<file path="src/design/pet_pkg.sv">
// ----------------------------------------------------------------------------
// Path expression tokenizer package
// Shared types, character codes and limits for the path tokenizer.
// ----------------------------------------------------------------------------
package pet_pkg;

    // Build-time limits and the hard caps of the record fields.
    localparam int MAX_CHARS    = 256;
    localparam int MAX_SEGMENTS = 16;
    localparam int CHAR_CAP     = (MAX_CHARS < 256) ? MAX_CHARS : 256;
    localparam int SEG_CAP      = (MAX_SEGMENTS < 16) ? MAX_SEGMENTS : 16;

    localparam int CFG_INDEX_W  = 2;

    typedef enum logic [CFG_INDEX_W-1:0] {
        REG_MAX_CHARS    = 2'd0,
        REG_MAX_SEGMENTS = 2'd1
    } reg_index_t;

    typedef enum logic [1:0] {
        KIND_ANY  = 2'd0,
        KIND_LIST = 2'd1,
        KIND_DICT = 2'd2
    } kind_t;

    typedef enum logic [1:0] {
        ST_RUN   = 2'd0,
        ST_EOS   = 2'd1,
        ST_LIMIT = 2'd2,
        ST_DEPTH = 2'd3
    } status_t;

    localparam logic [7:0] CH_NUL    = 8'h00;
    localparam logic [7:0] CH_DOT    = 8'h2E;
    localparam logic [7:0] CH_LBRACK = 8'h5B;
    localparam logic [7:0] CH_RBRACK = 8'h5D;
    localparam logic [7:0] CH_LBRACE = 8'h7B;
    localparam logic [7:0] CH_RBRACE = 8'h7D;
    localparam logic [7:0] CH_STAR   = 8'h2A;
    localparam logic [7:0] CH_0      = 8'h30;
    localparam logic [7:0] CH_9      = 8'h39;

    localparam logic [15:0] NUM_MAX  = 16'hFFFF;

endpackage

</file>
<file path="src/design/pet_char_if.sv">
// ----------------------------------------------------------------------------
// Character channel
// Valid/ready channel carrying one path character per word.
// ----------------------------------------------------------------------------
interface pet_char_if;
    logic       valid;
    logic       ready;
    logic [7:0] ch;
    logic       last;

    modport source (output valid, output ch, output last, input ready);
    modport sink (input valid, input ch, input last, output ready);
endinterface

</file>
<file path="src/design/pet_seg_if.sv">
// ----------------------------------------------------------------------------
// Segment record channel
// Valid/ready channel carrying one segment record per word.
// ----------------------------------------------------------------------------
interface pet_seg_if;
    logic               valid;
    logic               ready;
    logic               seg_valid;
    logic [3:0]         seg_number;
    logic [1:0]         seg_kind;
    logic [7:0]         seg_start;
    logic [8:0]         seg_length;
    logic signed [16:0] seg_numeric;
    logic               taken;
    logic [1:0]         status;
    logic               path_end;

    modport source (
        output valid, output seg_valid, output seg_number, output seg_kind,
        output seg_start, output seg_length, output seg_numeric, output taken,
        output status, output path_end, input ready
    );
    modport sink (
        input valid, input seg_valid, input seg_number, input seg_kind,
        input seg_start, input seg_length, input seg_numeric, input taken,
        input status, input path_end, output ready
    );
endinterface

</file>
<file path="src/design/pet_cfg_if.sv">
// ----------------------------------------------------------------------------
// Configuration write channel
// Valid/ready channel carrying a register index and write data.
// ----------------------------------------------------------------------------
interface pet_cfg_if;
    logic       valid;
    logic       ready;
    logic [1:0] index;
    logic [8:0] data;

    modport source (output valid, output index, output data, input ready);
    modport sink (input valid, input index, input data, output ready);
endinterface

</file>
<file path="src/design/path_expression_tokenizer_top.sv">
// ----------------------------------------------------------------------------
// Path expression tokenizer
// Splits a character stream into path segments and reports the current
// segment record for every character.
// ----------------------------------------------------------------------------
// Pipeline: an accepted character word passes the input register, then the
// record register, a two-stage pipeline. Throughput: one character per cycle
// while the record channel is ready; the segment state updates in one pass.
// Reset: all path state and both pipeline stages clear; the limit registers
// return to 256 characters and 16 segments. Path state also clears after last.
module path_expression_tokenizer_top #(
    parameter int MAX_CHARS    = pet_pkg::MAX_CHARS,
    parameter int MAX_SEGMENTS = pet_pkg::MAX_SEGMENTS
) (
    input  logic clk,
    input  logic rst_n,
    pet_char_if.sink   char_chan,
    pet_seg_if.source  seg_chan,
    pet_cfg_if.sink    cfg_chan
);
    import pet_pkg::*;

    // Hard caps of the limits, bounded by the record field widths.
    localparam int CHAR_LIMIT_CAP = (MAX_CHARS < 256) ? MAX_CHARS : 256;
    localparam int SEG_LIMIT_CAP  = (MAX_SEGMENTS < 16) ? MAX_SEGMENTS : 16;

    // Configuration registers.
    logic [8:0] max_chars_reg;
    logic [4:0] max_segs_reg;

    // Input stage.
    logic       ivld_reg;
    logic [7:0] ich_reg;
    logic       ilast_reg;

    // Path state.
    logic [8:0]  pos_reg, pos_next;
    logic        have_reg, have_next;
    logic [3:0]  count_reg, count_next;
    logic        brk_reg, brk_next;
    kind_t       nkind_reg, nkind_next;
    kind_t       ckind_reg, ckind_next;
    logic [7:0]  cstart_reg, cstart_next;
    logic [8:0]  clen_reg, clen_next;
    logic [15:0] cval_reg, cval_next;
    logic        dlive_reg, dlive_next;
    status_t     stop_reg, stop_next;
    logic        taken_next;

    // Record stage.
    logic               ovld_reg;
    logic               o_segv_reg;
    logic [3:0]         o_num_reg;
    logic [1:0]         o_kind_reg;
    logic [7:0]         o_start_reg;
    logic [8:0]         o_len_reg;
    logic signed [16:0] o_numeric_reg;
    logic               o_taken_reg;
    logic [1:0]         o_status_reg;
    logic               o_end_reg;

    logic       out_free;
    logic       step;
    logic [8:0] char_lim;
    logic [4:0] seg_lim;
    logic [4:0] new_num;
    logic [19:0] val_wide;
    logic        is_digit;

    assign out_free = !ovld_reg || seg_chan.ready;
    assign step     = ivld_reg && out_free;

    assign char_chan.ready = !ivld_reg || out_free;
    assign cfg_chan.ready  = 1'b1;

    assign char_lim = (max_chars_reg > 9'(CHAR_LIMIT_CAP)) ? 9'(CHAR_LIMIT_CAP) : max_chars_reg;
    assign seg_lim  = (max_segs_reg > 5'(SEG_LIMIT_CAP)) ? 5'(SEG_LIMIT_CAP) : max_segs_reg;
    assign new_num  = have_reg ? ({1'b0, count_reg} + 5'd1) : 5'd0;
    assign is_digit = (ich_reg inside {[CH_0:CH_9]});

    always_comb
    begin
        pos_next    = pos_reg;
        have_next   = have_reg;
        count_next  = count_reg;
        brk_next    = brk_reg;
        nkind_next  = nkind_reg;
        ckind_next  = ckind_reg;
        cstart_next = cstart_reg;
        clen_next   = clen_reg;
        cval_next   = cval_reg;
        dlive_next  = dlive_reg;
        stop_next   = stop_reg;
        taken_next  = 1'b0;
        val_wide    = 20'(cval_reg) * 20'd10 + 20'(4'(ich_reg - CH_0));

        if (stop_reg == ST_RUN)
        begin
            if (pos_reg >= char_lim)
            begin
                stop_next = ST_LIMIT;
            end
            else if (ich_reg == CH_NUL)
            begin
                stop_next = ST_EOS;
            end
            else if (ich_reg == CH_DOT)
            begin
                brk_next   = 1'b1;
                nkind_next = KIND_ANY;
                taken_next = 1'b1;
            end
            else if (ich_reg == CH_LBRACK)
            begin
                brk_next   = 1'b1;
                nkind_next = KIND_LIST;
                taken_next = 1'b1;
            end
            else if (ich_reg == CH_LBRACE)
            begin
                brk_next   = 1'b1;
                nkind_next = KIND_DICT;
                taken_next = 1'b1;
            end
            else if ((nkind_reg == KIND_LIST && ich_reg == CH_RBRACK) ||
                     (nkind_reg == KIND_DICT && ich_reg == CH_RBRACE))
            begin
                brk_next   = 1'b1;
                nkind_next = KIND_ANY;
                taken_next = 1'b1;
            end
            else
            begin
                // A plain character either opens a segment or extends the current one.
                if (!have_reg || brk_reg)
                begin
                    if (new_num >= seg_lim)
                    begin
                        stop_next = ST_DEPTH;
                    end
                    else
                    begin
                        count_next  = new_num[3:0];
                        have_next   = 1'b1;
                        brk_next    = 1'b0;
                        ckind_next  = nkind_reg;
                        cstart_next = pos_reg[7:0];
                        clen_next   = 9'd1;
                        taken_next  = 1'b1;
                        // A fresh segment starts its value from a leading digit alone, else it is non-numeric.
                        if (is_digit)
                        begin
                            cval_next  = 16'(4'(ich_reg - CH_0));
                            dlive_next = 1'b1;
                        end
                        else
                        begin
                            cval_next  = '0;
                            dlive_next = 1'b0;
                        end
                    end
                end
                else
                begin
                    clen_next  = clen_reg + 9'd1;
                    taken_next = 1'b1;
                    if (dlive_reg)
                    begin
                        if (is_digit)
                        begin
                            cval_next = (val_wide > 20'(NUM_MAX)) ? NUM_MAX : val_wide[15:0];
                        end
                        else
                        begin
                            dlive_next = 1'b0;
                        end
                    end
                end
            end
            if (taken_next)
            begin
                pos_next = pos_reg + 9'd1;
            end
        end
    end

    always_ff @(posedge clk or negedge rst_n)
    begin
        if (!rst_n)
        begin
            max_chars_reg <= 9'(256);
            max_segs_reg  <= 5'd16;
        end
        else if (cfg_chan.valid && cfg_chan.ready)
        begin
            case (cfg_chan.index)
                REG_MAX_CHARS:    max_chars_reg <= cfg_chan.data;
                REG_MAX_SEGMENTS: max_segs_reg  <= cfg_chan.data[4:0];
                default:          ;
            endcase
        end
    end

    always_ff @(posedge clk or negedge rst_n)
    begin
        if (!rst_n)
        begin
            ivld_reg <= 1'b0;
        end
        else if (char_chan.ready)
        begin
            ivld_reg <= char_chan.valid;
        end
    end

    always_ff @(posedge clk)
    begin
        if (char_chan.valid && char_chan.ready)
        begin
            ich_reg   <= char_chan.ch;
            ilast_reg <= char_chan.last;
        end
    end

    always_ff @(posedge clk or negedge rst_n)
    begin
        if (!rst_n)
        begin
            pos_reg    <= '0;
            have_reg   <= 1'b0;
            count_reg  <= '0;
            brk_reg    <= 1'b0;
            nkind_reg  <= KIND_ANY;
            ckind_reg  <= KIND_ANY;
            cstart_reg <= '0;
            clen_reg   <= '0;
            cval_reg   <= '0;
            dlive_reg  <= 1'b1;
            stop_reg   <= ST_RUN;
        end
        else if (step)
        begin
            if (ilast_reg)
            begin
                pos_reg    <= '0;
                have_reg   <= 1'b0;
                count_reg  <= '0;
                brk_reg    <= 1'b0;
                nkind_reg  <= KIND_ANY;
                ckind_reg  <= KIND_ANY;
                cstart_reg <= '0;
                clen_reg   <= '0;
                cval_reg   <= '0;
                dlive_reg  <= 1'b1;
                stop_reg   <= ST_RUN;
            end
            else
            begin
                pos_reg    <= pos_next;
                have_reg   <= have_next;
                count_reg  <= count_next;
                brk_reg    <= brk_next;
                nkind_reg  <= nkind_next;
                ckind_reg  <= ckind_next;
                cstart_reg <= cstart_next;
                clen_reg   <= clen_next;
                cval_reg   <= cval_next;
                dlive_reg  <= dlive_next;
                stop_reg   <= stop_next;
            end
        end
    end

    always_ff @(posedge clk or negedge rst_n)
    begin
        if (!rst_n)
        begin
            ovld_reg <= 1'b0;
        end
        else if (out_free)
        begin
            ovld_reg <= ivld_reg;
        end
    end

    always_ff @(posedge clk)
    begin
        if (step)
        begin
            o_segv_reg    <= have_next;
            o_num_reg     <= have_next ? count_next : 4'd0;
            o_kind_reg    <= have_next ? ckind_next : KIND_ANY;
            o_start_reg   <= have_next ? cstart_next : 8'd0;
            o_len_reg     <= have_next ? clen_next : 9'd0;
            o_numeric_reg <= !have_next ? 17'sd0 :
                             dlive_next ? $signed({1'b0, cval_next}) : -17'sd1;
            o_taken_reg   <= taken_next;
            o_status_reg  <= stop_next;
            o_end_reg     <= ilast_reg;
        end
    end

    assign seg_chan.valid       = ovld_reg;
    assign seg_chan.seg_valid   = o_segv_reg;
    assign seg_chan.seg_number  = o_num_reg;
    assign seg_chan.seg_kind    = o_kind_reg;
    assign seg_chan.seg_start   = o_start_reg;
    assign seg_chan.seg_length  = o_len_reg;
    assign seg_chan.seg_numeric = o_numeric_reg;
    assign seg_chan.taken       = o_taken_reg;
    assign seg_chan.status      = o_status_reg;
    assign seg_chan.path_end    = o_end_reg;

    // A taken character never comes with a stop status.
    assert property (@(posedge clk) disable iff (!rst_n)
        seg_chan.valid && seg_chan.taken |-> seg_chan.status == ST_RUN)
        else $error("taken character reported with stop status");

    // Without a segment the record fields read as zero.
    assert property (@(posedge clk) disable iff (!rst_n)
        seg_chan.valid && !seg_chan.seg_valid |->
            seg_chan.seg_length == 9'd0 && seg_chan.seg_numeric == 17'sd0)
        else $error("record fields set without a segment");

    // A word in the input stage stays there until the record stage frees up.
    assert property (@(posedge clk) disable iff (!rst_n)
        ivld_reg && !out_free |=> ivld_reg && $stable(ich_reg))
        else $error("input stage lost a word under stall");

    // Path state is back at reset after a final character is processed.
    assert property (@(posedge clk) disable iff (!rst_n)
        step && ilast_reg |=> pos_reg == 9'd0 && !have_reg && stop_reg == ST_RUN)
        else $error("path state not cleared after last");
endmodule

</file>
<file path="src/flat_wrapper.sv">
// flat-port wrapper written by rule: the top's interface ports become plain ports
module path_expression_tokenizer_top_flat import pet_pkg::*;
#(
    parameter int MAX_CHARS    = pet_pkg::MAX_CHARS,
    parameter int MAX_SEGMENTS = pet_pkg::MAX_SEGMENTS
)
  (clk, rst_n, char_chan_valid, char_chan_ch, char_chan_last, char_chan_ready, seg_chan_valid, seg_chan_seg_valid, seg_chan_seg_number, seg_chan_seg_kind, seg_chan_seg_start, seg_chan_seg_length, seg_chan_seg_numeric, seg_chan_taken, seg_chan_status, seg_chan_path_end, seg_chan_ready, cfg_chan_valid, cfg_chan_index, cfg_chan_data, cfg_chan_ready);
  pet_char_if char_chan_i ();
  pet_seg_if seg_chan_i ();
  pet_cfg_if cfg_chan_i ();
  input  logic clk;
  input  logic rst_n;
  input wire logic [$bits(char_chan_i.valid)-1:0] char_chan_valid;
  input wire logic [$bits(char_chan_i.ch)-1:0] char_chan_ch;
  input wire logic [$bits(char_chan_i.last)-1:0] char_chan_last;
  output wire logic [$bits(char_chan_i.ready)-1:0] char_chan_ready;
  output wire logic [$bits(seg_chan_i.valid)-1:0] seg_chan_valid;
  output wire logic [$bits(seg_chan_i.seg_valid)-1:0] seg_chan_seg_valid;
  output wire logic [$bits(seg_chan_i.seg_number)-1:0] seg_chan_seg_number;
  output wire logic [$bits(seg_chan_i.seg_kind)-1:0] seg_chan_seg_kind;
  output wire logic [$bits(seg_chan_i.seg_start)-1:0] seg_chan_seg_start;
  output wire logic [$bits(seg_chan_i.seg_length)-1:0] seg_chan_seg_length;
  output wire logic [$bits(seg_chan_i.seg_numeric)-1:0] seg_chan_seg_numeric;
  output wire logic [$bits(seg_chan_i.taken)-1:0] seg_chan_taken;
  output wire logic [$bits(seg_chan_i.status)-1:0] seg_chan_status;
  output wire logic [$bits(seg_chan_i.path_end)-1:0] seg_chan_path_end;
  input wire logic [$bits(seg_chan_i.ready)-1:0] seg_chan_ready;
  input wire logic [$bits(cfg_chan_i.valid)-1:0] cfg_chan_valid;
  input wire logic [$bits(cfg_chan_i.index)-1:0] cfg_chan_index;
  input wire logic [$bits(cfg_chan_i.data)-1:0] cfg_chan_data;
  output wire logic [$bits(cfg_chan_i.ready)-1:0] cfg_chan_ready;
  assign char_chan_i.valid = char_chan_valid;
  assign char_chan_i.ch = char_chan_ch;
  assign char_chan_i.last = char_chan_last;
  assign char_chan_ready = char_chan_i.ready;
  assign seg_chan_valid = seg_chan_i.valid;
  assign seg_chan_seg_valid = seg_chan_i.seg_valid;
  assign seg_chan_seg_number = seg_chan_i.seg_number;
  assign seg_chan_seg_kind = seg_chan_i.seg_kind;
  assign seg_chan_seg_start = seg_chan_i.seg_start;
  assign seg_chan_seg_length = seg_chan_i.seg_length;
  assign seg_chan_seg_numeric = seg_chan_i.seg_numeric;
  assign seg_chan_taken = seg_chan_i.taken;
  assign seg_chan_status = seg_chan_i.status;
  assign seg_chan_path_end = seg_chan_i.path_end;
  assign seg_chan_i.ready = seg_chan_ready;
  assign cfg_chan_i.valid = cfg_chan_valid;
  assign cfg_chan_i.index = cfg_chan_index;
  assign cfg_chan_i.data = cfg_chan_data;
  assign cfg_chan_ready = cfg_chan_i.ready;
  path_expression_tokenizer_top #(.MAX_CHARS(MAX_CHARS), .MAX_SEGMENTS(MAX_SEGMENTS)) u_core (.clk(clk), .rst_n(rst_n), .char_chan(char_chan_i), .seg_chan(seg_chan_i), .cfg_chan(cfg_chan_i));
endmodule
</file>
<file path="config.mk">
export PLATFORM = sky130hd
export DESIGN_NAME = path_expression_tokenizer_top_flat
export DESIGN_NICKNAME = d
export VERILOG_FILES = /design/src/design/pet_pkg.sv /design/src/design/pet_char_if.sv /design/src/design/pet_seg_if.sv /design/src/design/pet_cfg_if.sv /design/src/design/path_expression_tokenizer_top.sv /design/src/flat_wrapper.sv
export SDC_FILE = /design/constraint.sdc
export NUM_CORES = 1
export LEC_CHECK = 0
export BUFFER_PORTS_ARGS = -buffer_cell sky130_fd_sc_hd__buf_2
export CORE_MARGIN = 2
export CORE_UTILIZATION = 24
export CTS_CLUSTER_DIAMETER = 60
export CTS_CLUSTER_SIZE = 12
export DETAILED_ROUTE_END_ITERATION = 7
export HOLD_SLACK_MARGIN = 0.15
export PLACE_DENSITY_LB_ADDON = 0.2
export SYNTH_ARGS = -nofsm -noshare
export SYNTH_HDL_FRONTEND = slang
export SYNTH_SLANG_ARGS = --single-unit
export TNS_END_PERCENT = 50
</file>
<file path="constraint.sdc">
create_clock -name clk -period 6.2 [get_ports clk]
set_input_delay 0.93 -clock clk [delete_from_list [all_inputs] [get_ports clk]]
set_output_delay 0.93 -clock clk [all_outputs]
set_load 0.02 [all_outputs]
</file>
# --- Word level (Yosys, flattened, before mapping) ---
# Cells that the tools add are included.
word_totals:
  reg_bits: 125
  in_bits: 25
  output_inout_bits: 48
  word_cells: 194
op_classes:
  n_addsub: 5
  mul: 1
  magnitude_cmp: 7
  eq_ne: 11
  n_mux: 120
  n_reduce_logical: 24
ops:
  columns: ["operator", "count"]
  rows:
  - ["$mux 16", 13]
  - ["$mux 9", 14]
  - ["$mux 8", 10]
  - ["$mux 2", 28]
  - ["$mux 4", 11]
  - ["$mux 1", 41]
  - ["$eq 8x7->1 const B", 4]
  - ["$add 20x4->20", 1]
  - ["$gt 20x16->1 const B", 1]
  - ["$mul 16x3->19 const B", 1]
  - ["$add 9x1->9 const B", 2]
  - ["$mux 17", 1]
  - ["$mux 5", 2]
  - ["$ge 9x9->1", 1]
  - ["$gt 9x9->1 const B", 1]
  - ["$eq 8x6->1 const B", 1]
  - ["$ge 8x6->1 const B", 1]
  - ["$le 8x6->1 const B", 1]
  - ["$logic_not 8->1", 1]
  - ["$ne 6x1->1 const B", 1]
  - ["$reduce_and 6->1", 1]
  - ["$reduce_bool 6->1", 1]
  - ["$add 4x1->5 const B", 1]
  - ["$ge 5x5->1", 1]
  - ["14 further kinds", 28]

# --- Depth between registers and ports, before layout ---
logic_depth:
  ltp_word: 15
  mapped_depth: 14
  mapped_depth_nobuf: 13

# --- Worst setup path after synthesis ---
# No wires, ideal clock.
synth_path:
  path_type: "register -> register"
  from: "reg u_core.cval_reg[1]"
  to: "reg u_core.o_numeric_reg[7] (netlist: u_core.seg_chan.seg_numeric[7]), data pin"
  setup_ns: 0.271
  t_arrival_ns: 3.586
  required_time_ns: 5.929
  path_slack_ns: 2.343
  stages_incl_launch_ff: 15
  n_path_buf: 1
  period_less_slack_ns: 3.857
  cell_sequence: "dfrtp_1 > ha_1 > ha_1 > fa_1 > a21o_1 > a22oi_2 > nor2b_1 > xor2_1 > or3_4 > a2111oi_2 > mux2_4 > nand2_4 > buf_6 > o311ai_4 > a31oi_1"
synth_between:
  elab_chain_cells: 15
synth_lines:
  columns: ["element", "line_no", "rtl"]
  rows:
  - ["start, declared", "path_expression_tokenizer_top.sv:45", "logic [15:0] cval_reg, cval_next;"]
  - ["start signal, assigned", "path_expression_tokenizer_top.sv:267", "cval_reg <= cval_next;"]
  - ["$mul 16x3->19 *", "path_expression_tokenizer_top.sv:95", "val_wide = 20'(cval_reg) * 20'd10 + 20'(4'(ich_reg - CH_0));"]
  - ["$add 20x4->20 *", "path_expression_tokenizer_top.sv:95", null]
  - ["$gt 20x16->1", "path_expression_tokenizer_top.sv:171", "cval_next = (val_wide > 20'(NUM_MAX)) ? NUM_MAX : val_wide[15:0];"]
  - ["$mux 16 *", "path_expression_tokenizer_top.sv:171", null]
  - ["$mux 16 *", "path_expression_tokenizer_top.sv:169", "if (is_digit)"]
  - ["$mux 16 *", "path_expression_tokenizer_top.sv:167", "if (dlive_reg)"]
  - ["$mux 16 *", "path_expression_tokenizer_top.sv:135", "if (!have_reg || brk_reg)"]
  - ["$mux 16 *", "path_expression_tokenizer_top.sv:125", "else if ((nkind_reg == KIND_LIST && ich_reg == CH_RBRACK) ||"]
  - ["$mux 16 *", "path_expression_tokenizer_top.sv:119", "else if (ich_reg == CH_LBRACE)"]
  - ["$mux 16 *", "path_expression_tokenizer_top.sv:113", "else if (ich_reg == CH_LBRACK)"]
  - ["$mux 16 *", "path_expression_tokenizer_top.sv:107", "else if (ich_reg == CH_DOT)"]
  - ["$mux 16 *", "path_expression_tokenizer_top.sv:103", "else if (ich_reg == CH_NUL)"]
  - ["$mux 16 *", "path_expression_tokenizer_top.sv:99", "if (pos_reg >= char_lim)"]
  - ["$mux 16 *", "path_expression_tokenizer_top.sv:97", "if (stop_reg == ST_RUN)"]
  - ["$mux 17 *", "path_expression_tokenizer_top.sv:296", "dlive_next ? $signed({1'b0, cval_next}) : -17'sd1;"]
  - ["end signal, assigned", "path_expression_tokenizer_top.sv:295", "o_numeric_reg <= !have_next ? 17'sd0 :"]
  - ["end, declared", "path_expression_tokenizer_top.sv:57", "logic signed [16:0] o_numeric_reg;"]
# Mark *: on every way between the ends. The rest lies on a longest branch, timed or not.
# A chain may end at the register's enable or synchronous reset.

# --- Worst setup path in the final report ---
layout_path:
  from: "reg u_core.max_chars_reg[8]"
  to: "reg u_core.o_numeric_reg[0] (netlist: u_core.seg_chan.seg_numeric[0]), data pin"
layout_between:
  elab_chain_cells: 6
layout_lines:
  columns: ["element", "line_no", "rtl"]
  rows:
  - ["start, declared", "path_expression_tokenizer_top.sv:28", "logic [8:0] max_chars_reg;"]
  - ["start signal, assigned", "path_expression_tokenizer_top.sv:191", "max_chars_reg <= 9'(256);"]
  - ["start signal, assigned", "path_expression_tokenizer_top.sv:197", "REG_MAX_CHARS: max_chars_reg <= cfg_chan.data;"]
  - ["$gt 9x9->1", "path_expression_tokenizer_top.sv:76", "assign char_lim = (max_chars_reg > 9'(CHAR_LIMIT_CAP)) ? 9'(CHAR_LIMIT_CAP) : max_chars_reg;"]
  - ["$mux 9 *", "path_expression_tokenizer_top.sv:76", null]
  - ["$ge 9x9->1 *", "path_expression_tokenizer_top.sv:99", null]
  - ["$mux 16 / $mux 1 (equally long branches)", "path_expression_tokenizer_top.sv:99", null]
  - ["$mux 16 / $mux 1 (equally long branches)", "path_expression_tokenizer_top.sv:97", null]
  - ["$mux 17", "path_expression_tokenizer_top.sv:296", null]
# Marked as above.

==> reports/metrics.cfg <==
[global_route]
grt_max_degree=72
grt_pass1_vias=5752
antenna_found_initial=0
grt_overflow_total=0
grt_pass1_wl_um=33200
gr-usage-all-layers=0.130

[sta]
period_share=0.769
hold_viol=0
worstMarginPinSlew_ns=1.06
skew_ns=0.0115
hold_ws_ns=0.481
rsz0062_at_grt=no
fmax_mhz=210
slew_headroom=0.292
finalSetupViolCount=0
min_period_ns=4.77
fin_setup_tns_ns=0
finalMaxSlewViolations=0
fin_ws_ns=1.43

[drt]
first_pass_iters=5
viasPerCell=4.84
wl_per_cell_um=17.0
drtIter0Drc=388
drt-total-wl_um=20700
detail-route-antenna-nets=0
vias=5894
remaining_drc_errors=0

[finish]
drive_gt1_frac=0.181
multi_input_area_mm2=0.00382
nFillCells=3196
final_area_mm2=0.00881
largest_reg_flops=17
nNetsFinal=883
diodes=0
final_cells=1217
sequential_cell_area_mm2=0.00340
final_util=0.289
syn2layout_area_growth_pct=18.7

[placed_design]
io_buffers=71
place_ws_ns=1.42
place.gp.congestion=0.743
dp_hpwl_um=14500
placed_cell_area_mm2=0.00821
place_inst=1185

[floorplan]
rows=64
core_mm2=0.0305
start_util=0.243
die-area_mm2=0.0323
die-height_um=180
ios=73
die_width_um=180

[synth]
async_flop_share=0.568
synth_cells=742
synth_cell_types=78
yosysTopAreaCellShare=0.229
synth_fp_nets=817
synth_top_area_cell=dfrtp_1
yosysSeqAreaShare=0.458
synthTopCellsByArea=dfrtp_1, edfxtp_1, ha_1, a21oi_1, nand2_1
syn-cell-area_mm2=0.00742
syn-mean-instance-area_um2=10.0
synth-main-ff-cell=dfrtp_1
ys_top_cells_by_count=nand2_1, a21oi_1, dfrtp_1
synth_most_common_cell=nand2_1
synth_edf_count=54
synth_warnings=0
ys_ff_latch=125

[power_and_ir_drop]
total_leakage_power_nw=3.70
finalPower_mw=3.54
ir_worst_vdd_uv=183
p_per_area_mw_per_mm2=402

[clocking]
clock_latency_ns=0.42
cts_setup_buffers=0
numCtsBuffers=17
ctsResizeCount=0
tritoncts=yes
clockRootBuffer=clkbuf_16
cts.clk_slew.worst_paths_ns=0.06
cts-hold-fix-buffers=0
cts.sinks=125
cts_max_level=4
cts_buffer_depth=2

[critical_path]
reg2reg_depth=11
endpoint_kind=flip-flop
reg2reg_to=u_core.seg_chan.seg_numeric[0]
criticalPathCategory=flip-flop to flip-flop
crit_fanout=21
worst-r2r-setup-slack_ns=1.43
crit_path_start_kind=flip-flop
required_ns=6.34
arrival_ns=4.91
r2r-start=u_core.max_chars_reg[8]

[worst_hold_path]
min_path_type=flip-flop to flip-flop
worstHoldEndpoint=u_core.ckind_reg[1]
holdPathStages=2
hp-start=u_core.ckind_reg[1]

[flow_run]
drv_cap=0

[outcome]
status=complete, no violations

-- routing by layer --
metal  vias to the layer above  global-route usage  part of all wire
met5                         -                   0                 0
met4                         0              0.0299            0.0071
met3                         9              0.0233             0.036
met2                       124               0.200              0.45
met1                      2868               0.188              0.50
li1                       2893                   -                 -
-- area by class of cell --
cell class                      count  share of cell area
Sequential cell                   125               0.386
Clock inverter                     15              0.0204
Timing Repair Buffer               79              0.0474
Clock buffer                       17              0.0483
Tap cell                          396              0.0562
Multi-Input combinational cell    565               0.433
Inverter                           20             0.00852
-- worst max-delay path by stage --
stage / startpoint / endpoint / slack (ns) / cells past startpoint
2_1_floorplan: u_core.cval_reg[1] / u_core.seg_chan.seg_numeric[7] / 2.34 / 14
3_3_place_gp: u_core.max_chars_reg[8] / u_core.seg_chan.seg_numeric[0] / 1.61 / 12
3_5_place_dp: u_core.max_chars_reg[8] / u_core.seg_chan.seg_numeric[0] / 1.42 / 12
4_1_cts: u_core.max_chars_reg[8] / u_core.seg_chan.seg_numeric[0] / 1.42 / 12
5_1_grt: u_core.max_chars_reg[8] / u_core.seg_chan.seg_numeric[0] / 0.94 / 12
6_report: u_core.max_chars_reg[8] / u_core.seg_chan.seg_numeric[0] / 1.43 / 11
-- logic make-up (layout without fill, tap and decap cells) --
| logic type | after synthesis | after routing | share of synthesized area |
|---|---|---|---|
| simple gates | 250 | 250 | 0.165 |
| compound gates | 214 | 214 | 0.196 |
| flops | 125 | 125 | 0.458 |
| buf+inv | 52 | 131 | 0.0288 |
| fa+ha+maj | 50 | 50 | 0.0863 |
| xor+xnor | 32 | 32 | 0.0378 |
| mux | 18 | 18 | 0.0273 |
| other cells | 1 | 1 | 0.000505 |
-- critical path: stages, from the launching register on --
cell and delay [ns]:
dfstp_2 0.53, clkinv_1 0.20, nand2_1 0.14, ha_1 0.24, a21o_1 0.18, a2111oi_0 0.39, o31ai_1 0.20, a21o_1 0.24
nor3_1 0.69, nand2_1 0.73, a21oi_1 0.77, a31oi_1 0.18
-- placed cells by master, fill, tap and decap left out, types with 5 or more instances in the layout --
cell type and count:
buf_2 70, o2bb2ai_1 6, a21o_1 12, inv_1 17, xor2_1 15, inv_6 6, nor2b_1 6, dfrtp_1 68
nand2b_1 8, a21oi_1 68, ha_1 48, buf_4 9, nor3_1 16, and2_1 8, o22ai_1 5, o21ai_0 41
or3_1 6, o211ai_1 5, a22oi_1 5, nor2_1 55, a31oi_1 6, nand2_1 83, nor4_1 5, mux2_2 14
a22o_1 19, xnor2_1 17, and3_1 8, nand3_1 25, clkbuf_16 17, nand4_1 10, edfxtp_1 54
-- power by group --
part / internal, mW / switching, mW
clock: 0.607 / 0.425
sequential: 1.09 / 0.135
combinational: 0.410 / 0.873
total: 2.11 / 1.43
(Power assumes the default switching activity.)
